--- src/rtl/imm_pkg.sv ---
package imm_pkg;

    // Default largest matrix dimension held in the stores.
    localparam int MAX_DIM_DEF = 16;

    // Item commands.
    typedef enum logic [1:0] {
        CMD_WR_A = 2'd0,
        CMD_WR_B = 2'd1,
        CMD_MUL  = 2'd2,
        CMD_RD_C = 2'd3
    } t_cmd;

    // Result kinds.
    localparam logic KIND_READ = 1'b0;
    localparam logic KIND_ACK  = 1'b1;

    // Configuration register indexes.
    localparam logic [1:0] CFG_LEFT_ROWS  = 2'd0;
    localparam logic [1:0] CFG_INNER_SIZE = 2'd1;
    localparam logic [1:0] CFG_RIGHT_COLS = 2'd2;

    // Configuration reset value.
    localparam logic [4:0] CFG_RESET = 5'd16;

    typedef enum logic [2:0] {
        ST_IDLE,
        ST_MUL,
        ST_DRAIN,
        ST_READ,
        ST_ACK
    } t_state;

    typedef struct packed {
        logic [1:0]         command;
        logic [3:0]         row;
        logic [3:0]         col;
        logic signed [31:0] value;
    } t_in;

    typedef struct packed {
        logic               kind;
        logic signed [31:0] data;
        logic               out_of_range;
    } t_out;

    // Commands from the controller to the datapath.
    typedef struct packed {
        logic write_a;
        logic write_b;
        logic read_c;
        logic issue;
        logic first;
        logic last;
        logic zero;
        logic load_read;
        logic load_ack;
    } t_dp_cmd;

endpackage

--- src/rtl/imm_ctrl.sv ---
module imm_ctrl #(
    parameter int MAX_DIM = 16,
    parameter int IX_W    = 4,
    parameter int CNT_W   = 5
) (
    input  logic             i_clk,
    input  logic             i_rst_n,
    input  logic             i_in_valid,
    output logic             o_in_ready,
    input  logic [1:0]       i_command,
    output logic             o_out_valid,
    input  logic             i_out_ready,
    input  logic             i_cfg_valid,
    input  logic [1:0]       i_cfg_index,
    input  logic [4:0]       i_cfg_data,
    input  logic             i_busy,
    output imm_pkg::t_dp_cmd o_cmd,
    output logic [IX_W-1:0]  o_i,
    output logic [IX_W-1:0]  o_j,
    output logic [IX_W-1:0]  o_k,
    output logic [CNT_W-1:0] o_eff_rows,
    output logic [CNT_W-1:0] o_eff_cols,
    output logic [CNT_W-1:0] o_c_rows,
    output logic [CNT_W-1:0] o_c_cols
);
    import imm_pkg::*;

    t_state           r_state, n_state;
    logic [4:0]       r_cfg_rows, r_cfg_inner, r_cfg_cols;
    logic [CNT_W-1:0] r_c_rows, r_c_cols;
    logic [IX_W-1:0]  r_i, r_j, r_k;
    logic             r_out_valid;
    logic [CNT_W-1:0] eff_rows, eff_inner, eff_cols;
    logic             accept;
    logic             k_last, j_last, i_last;

    // Sizes capped at the store dimension.
    assign eff_rows  = (32'(r_cfg_rows) > MAX_DIM) ? CNT_W'(MAX_DIM) : CNT_W'(r_cfg_rows);
    assign eff_inner = (32'(r_cfg_inner) > MAX_DIM) ? CNT_W'(MAX_DIM) : CNT_W'(r_cfg_inner);
    assign eff_cols  = (32'(r_cfg_cols) > MAX_DIM) ? CNT_W'(MAX_DIM) : CNT_W'(r_cfg_cols);

    assign o_in_ready = (r_state == ST_IDLE) && (!r_out_valid || i_out_ready);
    assign accept     = i_in_valid && o_in_ready;

    assign k_last = (eff_inner == '0) || (CNT_W'(r_k) + CNT_W'(1) == eff_inner);
    assign j_last = (CNT_W'(r_j) + CNT_W'(1) == r_c_cols);
    assign i_last = (CNT_W'(r_i) + CNT_W'(1) == r_c_rows);

    // Configuration registers.
    always_ff @(posedge i_clk) begin
        if (!i_rst_n) begin
            r_cfg_rows  <= CFG_RESET;
            r_cfg_inner <= CFG_RESET;
            r_cfg_cols  <= CFG_RESET;
        end else if (i_cfg_valid) begin
            unique case (i_cfg_index)
                CFG_LEFT_ROWS:  r_cfg_rows  <= i_cfg_data;
                CFG_INNER_SIZE: r_cfg_inner <= i_cfg_data;
                CFG_RIGHT_COLS: r_cfg_cols  <= i_cfg_data;
                default: ;
            endcase
        end
    end

    // Next state.
    always_comb begin
        n_state = r_state;
        unique case (r_state)
            ST_IDLE: begin
                if (accept) begin
                    if (i_command == CMD_MUL) begin
                        n_state = (eff_rows == '0 || eff_cols == '0) ? ST_ACK : ST_MUL;
                    end else if (i_command == CMD_RD_C) begin
                        n_state = ST_READ;
                    end
                end
            end
            ST_MUL: begin
                if (k_last && j_last && i_last) begin
                    n_state = ST_DRAIN;
                end
            end
            ST_DRAIN: begin
                if (!i_busy) begin
                    n_state = ST_ACK;
                end
            end
            ST_READ: n_state = ST_IDLE;
            ST_ACK:  n_state = ST_IDLE;
            default: n_state = ST_IDLE;
        endcase
    end

    always_ff @(posedge i_clk) begin
        if (!i_rst_n) begin
            r_state     <= ST_IDLE;
            r_c_rows    <= '0;
            r_c_cols    <= '0;
            r_out_valid <= 1'b0;
        end else begin
            r_state <= n_state;
            if (accept && i_command == CMD_MUL) begin
                r_c_rows <= eff_rows;
                r_c_cols <= eff_cols;
            end
            if (r_state == ST_READ || r_state == ST_ACK) begin
                r_out_valid <= 1'b1;
            end else if (i_out_ready) begin
                r_out_valid <= 1'b0;
            end
        end
    end

    // Loop counters: k innermost, then column, then row.
    always_ff @(posedge i_clk) begin
        if (accept && i_command == CMD_MUL) begin
            r_i <= '0;
            r_j <= '0;
            r_k <= '0;
        end else if (r_state == ST_MUL) begin
            if (!k_last) begin
                r_k <= r_k + IX_W'(1);
            end else begin
                r_k <= '0;
                if (!j_last) begin
                    r_j <= r_j + IX_W'(1);
                end else begin
                    r_j <= '0;
                    r_i <= r_i + IX_W'(1);
                end
            end
        end
    end

    // Datapath commands.
    always_comb begin
        o_cmd           = '0;
        o_cmd.write_a   = accept && (i_command == CMD_WR_A);
        o_cmd.write_b   = accept && (i_command == CMD_WR_B);
        o_cmd.read_c    = accept && (i_command == CMD_RD_C);
        o_cmd.issue     = (r_state == ST_MUL);
        o_cmd.first     = (r_k == '0);
        o_cmd.last      = k_last;
        o_cmd.zero      = (eff_inner == '0);
        o_cmd.load_read = (r_state == ST_READ);
        o_cmd.load_ack  = (r_state == ST_ACK);
    end

    assign o_out_valid = r_out_valid;
    assign o_i         = r_i;
    assign o_j         = r_j;
    assign o_k         = r_k;
    assign o_eff_rows  = eff_rows;
    assign o_eff_cols  = eff_cols;
    assign o_c_rows    = r_c_rows;
    assign o_c_cols    = r_c_cols;

endmodule

--- config.mk ---
export PLATFORM = sky130hd
export DESIGN_NAME = imm_ctrl
export DESIGN_NICKNAME = d
export VERILOG_FILES = /design/src/rtl/imm_pkg.sv /design/src/rtl/imm_ctrl.sv
export SDC_FILE = /design/constraint.sdc
export NUM_CORES = 1
export LEC_CHECK = 0
export BUFFER_PORTS_ARGS = -buffer_cell sky130_fd_sc_hd__buf_2
export CAP_MARGIN = 15
export CORE_UTILIZATION = 30
export DETAILED_ROUTE_END_ITERATION = 8
export GPL_TIMING_DRIVEN = 0
export PLACE_DENSITY = 0.47
export SETUP_SLACK_MARGIN = 0.1
export SLEW_MARGIN = 20
export SYNTH_ARGS = -nofsm -noshare
export SYNTH_HDL_FRONTEND = slang
export SYNTH_SLANG_ARGS = --single-unit
export TNS_END_PERCENT = 100
--- constraint.sdc ---
create_clock -name i_clk -period 5.3 [get_ports i_clk]
set_clock_uncertainty 0.2 [all_clocks]
set_input_delay 0.53 -clock i_clk [delete_from_list [all_inputs] [get_ports i_clk]]
set_output_delay 0.53 -clock i_clk [all_outputs]
set_load 0.02 [all_outputs]
==> results.cfg <==
[run_status]
status = complete, no violations

[finish]
diodes = 0
post_route_cells_drive_above_1_share = 0.235
area_growth_pct = 23.3
finalNetCount = 341

[placement]
dp.final_hpwl_mm = 4.36
port_buffers = 56
globalplace.congestion = 0.719

[clock_network]
worst_setup_hold_path_clk_slew_ns = 0.09
cts_buffers = 5
clock_network_latency_to_the_later_pin_of_the_worst_skew_pair_ns = 0.30
cts.repair_timing.setup_buffer_count = 0
number_of_gates_resized_after_cts = 0
cts-hold-fix-buffers = 0
tritoncts_num_sinks = 41
htree_num_levels = 2
root_buffer_master = sky130_fd_sc_hd__clkbuf_8
tritoncts = yes
clock_tree.buffer_depth = 2

[yosys]
synthCells = 259
asyncSetResetFlopFracSynth = 0
number_of_distinct_library_cells_after_synthesis = 50
post_synth_instance_area_um2 = 2250
synth_enable_flop_cells = 0
ys_warn_count = 0
synth.avg_cell_area_um2 = 8.71
postSynth.topFlopCell = sky130_fd_sc_hd__dfxtp_1
syn-num-nets = 278
synth_sequential_area_ratio = 0.364
flip_flop_and_latch_count_after_synthesis = 41

[timing]
tightest_slew_ns = 0.986
fin_crit_ns = 3.06
finalHoldViolations = 0
final.setup.tns_ns = 0
rsz0062_at_grt = false
final-setup-viol-count = 0
final.period_utilization = 0.578
fmax_ghz = 0.327
relSlewSlack = 0.341
final_worst_hold_slack_ns = 0.278
slew_viol_final = 0

[grt]
globalRouteOverflowTotal = 0
gr-usage-all-layers = 0.152
antenna_violations_before_repair = 0
grt_pass1_wl_mm = 8.94
grt_max_degree = 14
number_of_global_route_vias_before_repair = 1800

[floorplan]
fp-row-count = 31
initial_core_util = 0.311
die_height_um = 88.7
io_pins = 58
die_width_um = 88.7
design.core.area_um2 = 7250
fp.dieArea_um2 = 7870

[critical_path]
cp_data_arrival_time_ns = 2.33
worst_ep_required_time_ns = 4.57
timing_worst_setup_path_type = reg -> out
worst-path-max-fanout = 7
regToRegStartpoint = o_k[1]
critical_path.startpoint = o_k[0]
timing.critical_path.to_type = output port
crit_path_start_kind = register

[detailed_routing]
detail_route.wl_per_cell_um = 13.4
drtAntennaViolNets = 0
vias_per_cell = 4.80
drt-initial-drc-count = 57
drcViolationCount = 0
detailroute.via_count = 2024
dr_pass1_iterations = 4
wl_mm = 5.66

[flow_run]
max_cap_violations = 0

[min_path]
hold_path.startpoint = i_cfg_data[4]
hold_path.class = in -> reg

[power]
peakVddDrop_mv = 0.0980
static-leakage-power_nw = 1.19
pwr_cell_area_nw_per_um2 = 349
## worst paths after layout
path | to | slack (ns) | depth (start not counted)
worst max-delay path | o_cmd[3] | 2.24 | 9
worst min-delay path | r_cfg_inner[4] | 0.28 | 3
worst max register to register | r_state[0] | 2.60 | 8
worst min register to register | o_c_rows[0] | 0.29 | 2
## routing by layer
layer / part of all wire / global-route usage / up-vias
met5: 0 / 0 / -
li1: - / - / 1038
met2: 0.44 / 0.234 / 40
met1: 0.51 / 0.203 / 937
met4: 0.019 / 0.0704 / 0
met3: 0.038 / 0.0345 / 9
## area by class of cell
class,count,area (um^2)
tap,99,124
timing repair buffer,56,280
multi-input combinational,194,1330
fill,795,4470
clock buffer,6,82.6
inverter,9,33.8
clock inverter,2,37.5
sequential,41,821
buffer,15,68.8
## state kept, by name, summed over array words and instances, names as in the netlist
signal / flops
o_k: 4
o_c_rows: 5
r_state: 3
o_i: 4
r_cfg_cols: 5
o_j: 4
o_out_valid: 1
o_c_cols: 5
r_cfg_rows: 5
r_cfg_inner: 5
## stage by stage
stage               std cells  utilization  power (mW)  instance area (um^2)  setup slack, ns
floorplan                 259            -       0.618                  2250             2.76
global placement          414        0.367       0.707                  2660             2.58
detailed placement        414        0.367       0.710                  2660             2.55
CTS                       422        0.383       0.982                  2780             2.21
global route              422        0.383        1.03                  2780             2.08
finish                    422        0.383       0.969                  2780             2.24
## Yosys cell counts (2+ instances only)
cell	number	area, um^2
sky130_fd_sc_hd__a21oi_1	9	45.0
sky130_fd_sc_hd__mux2i_1	17	170
sky130_fd_sc_hd__nand4b_1	2	17.5
sky130_fd_sc_hd__nand2_1	35	131
sky130_fd_sc_hd__a21o_1	2	15.0
sky130_fd_sc_hd__nor2_1	14	52.6
sky130_fd_sc_hd__nand3_1	5	25.0
sky130_fd_sc_hd__dfxtp_1	41	821
sky130_fd_sc_hd__a2111oi_2	2	30.0
sky130_fd_sc_hd__nand4_1	2	12.5
sky130_fd_sc_hd__nor3b_1	4	30.0
sky130_fd_sc_hd__inv_1	6	22.5
sky130_fd_sc_hd__a31oi_1	2	12.5
sky130_fd_sc_hd__nor2b_1	23	144
sky130_fd_sc_hd__nand3b_1	7	52.6
sky130_fd_sc_hd__nor3_1	2	10.0
sky130_fd_sc_hd__o31a_1	2	17.5
sky130_fd_sc_hd__o21ai_1	2	10.0
sky130_fd_sc_hd__and2_1	3	18.8
sky130_fd_sc_hd__or3_1	3	18.8
sky130_fd_sc_hd__clkbuf_1	11	41.3
sky130_fd_sc_hd__xnor2_1	9	78.8
sky130_fd_sc_hd__a21boi_1	10	75.1
sky130_fd_sc_hd__o21ai_0	2	10.0
sky130_fd_sc_hd__and3_1	2	12.5
sky130_fd_sc_hd__inv_2	3	11.3
sky130_fd_sc_hd__or4_1	5	37.5
sky130_fd_sc_hd__ha_1	4	50.1
sky130_fd_sc_hd__xor2_1	4	35.0
sky130_fd_sc_hd__nor4_1	4	25.0
sky130_fd_sc_hd__o31ai_1	3	22.5
## cell usage in the layout (no fill, tap or decap), types with 2 or more instances in the layout
| cell | n |
|---|---|
| sky130_fd_sc_hd__nor2b_1 | 23 |
| sky130_fd_sc_hd__nor2_1 | 14 |
| sky130_fd_sc_hd__and3_1 | 2 |
| sky130_fd_sc_hd__ha_1 | 4 |
| sky130_fd_sc_hd__inv_1 | 6 |
| sky130_fd_sc_hd__nand3_1 | 5 |
| sky130_fd_sc_hd__a21oi_1 | 9 |
| sky130_fd_sc_hd__buf_2 | 57 |
| sky130_fd_sc_hd__nor3b_1 | 4 |
| sky130_fd_sc_hd__a21boi_1 | 10 |
| sky130_fd_sc_hd__nand3b_1 | 7 |
| sky130_fd_sc_hd__xnor2_1 | 9 |
| sky130_fd_sc_hd__o21ai_0 | 2 |
| sky130_fd_sc_hd__nor4_1 | 4 |
| sky130_fd_sc_hd__dfxtp_1 | 41 |
| sky130_fd_sc_hd__a31oi_1 | 2 |
| sky130_fd_sc_hd__and2_1 | 3 |
| sky130_fd_sc_hd__clkbuf_1 | 11 |
| sky130_fd_sc_hd__o21ai_1 | 2 |
| sky130_fd_sc_hd__nor3_1 | 2 |
| sky130_fd_sc_hd__a21o_1 | 2 |
| sky130_fd_sc_hd__inv_2 | 3 |
| sky130_fd_sc_hd__nand4b_1 | 2 |
| sky130_fd_sc_hd__o31ai_1 | 3 |
| sky130_fd_sc_hd__mux2i_1 | 17 |
| sky130_fd_sc_hd__clkbuf_8 | 6 |
| sky130_fd_sc_hd__xor2_1 | 4 |
| sky130_fd_sc_hd__o31a_1 | 2 |
| sky130_fd_sc_hd__nand4_1 | 2 |
| sky130_fd_sc_hd__or3_1 | 3 |
| sky130_fd_sc_hd__a2111oi_2 | 2 |
| sky130_fd_sc_hd__nand2_1 | 35 |
| sky130_fd_sc_hd__or4_1 | 5 |
## where the power goes
group          total (mW)  switching (mW)  internal, mW
combinational       0.324           0.195         0.129
sequential          0.374          0.0359         0.338
clock               0.271           0.118         0.153
total               0.969           0.348         0.621
## critical path, cell delays in order (launching register included)
cell and delay, ns:
sky130_fd_sc_hd__dfxtp_1 0.46, sky130_fd_sc_hd__inv_1 0.09, sky130_fd_sc_hd__ha_1 0.35, sky130_fd_sc_hd__xor2_1 0.16
sky130_fd_sc_hd__nor4_1 0.07, sky130_fd_sc_hd__a311oi_2 0.37, sky130_fd_sc_hd__a21o_1 0.22, sky130_fd_sc_hd__inv_2 0.05
sky130_fd_sc_hd__buf_4 0.12, sky130_fd_sc_hd__buf_2 0.15
## cell families (layout without fill, tap and decap cells)
family,count (synthesis),count (layout),share of synthesized area
XOR/XNOR,14,14,0.0610
buffers and inverters,24,88,0.0455
multiplexers,17,17,0.0755
AO/OA/AOI/OAI,46,46,0.161
flip-flops,41,41,0.364
adder cells (fa/ha/maj),4,4,0.0222
AND/OR/NAND/NOR,113,113,0.270
(Power assumes the default switching activity.)
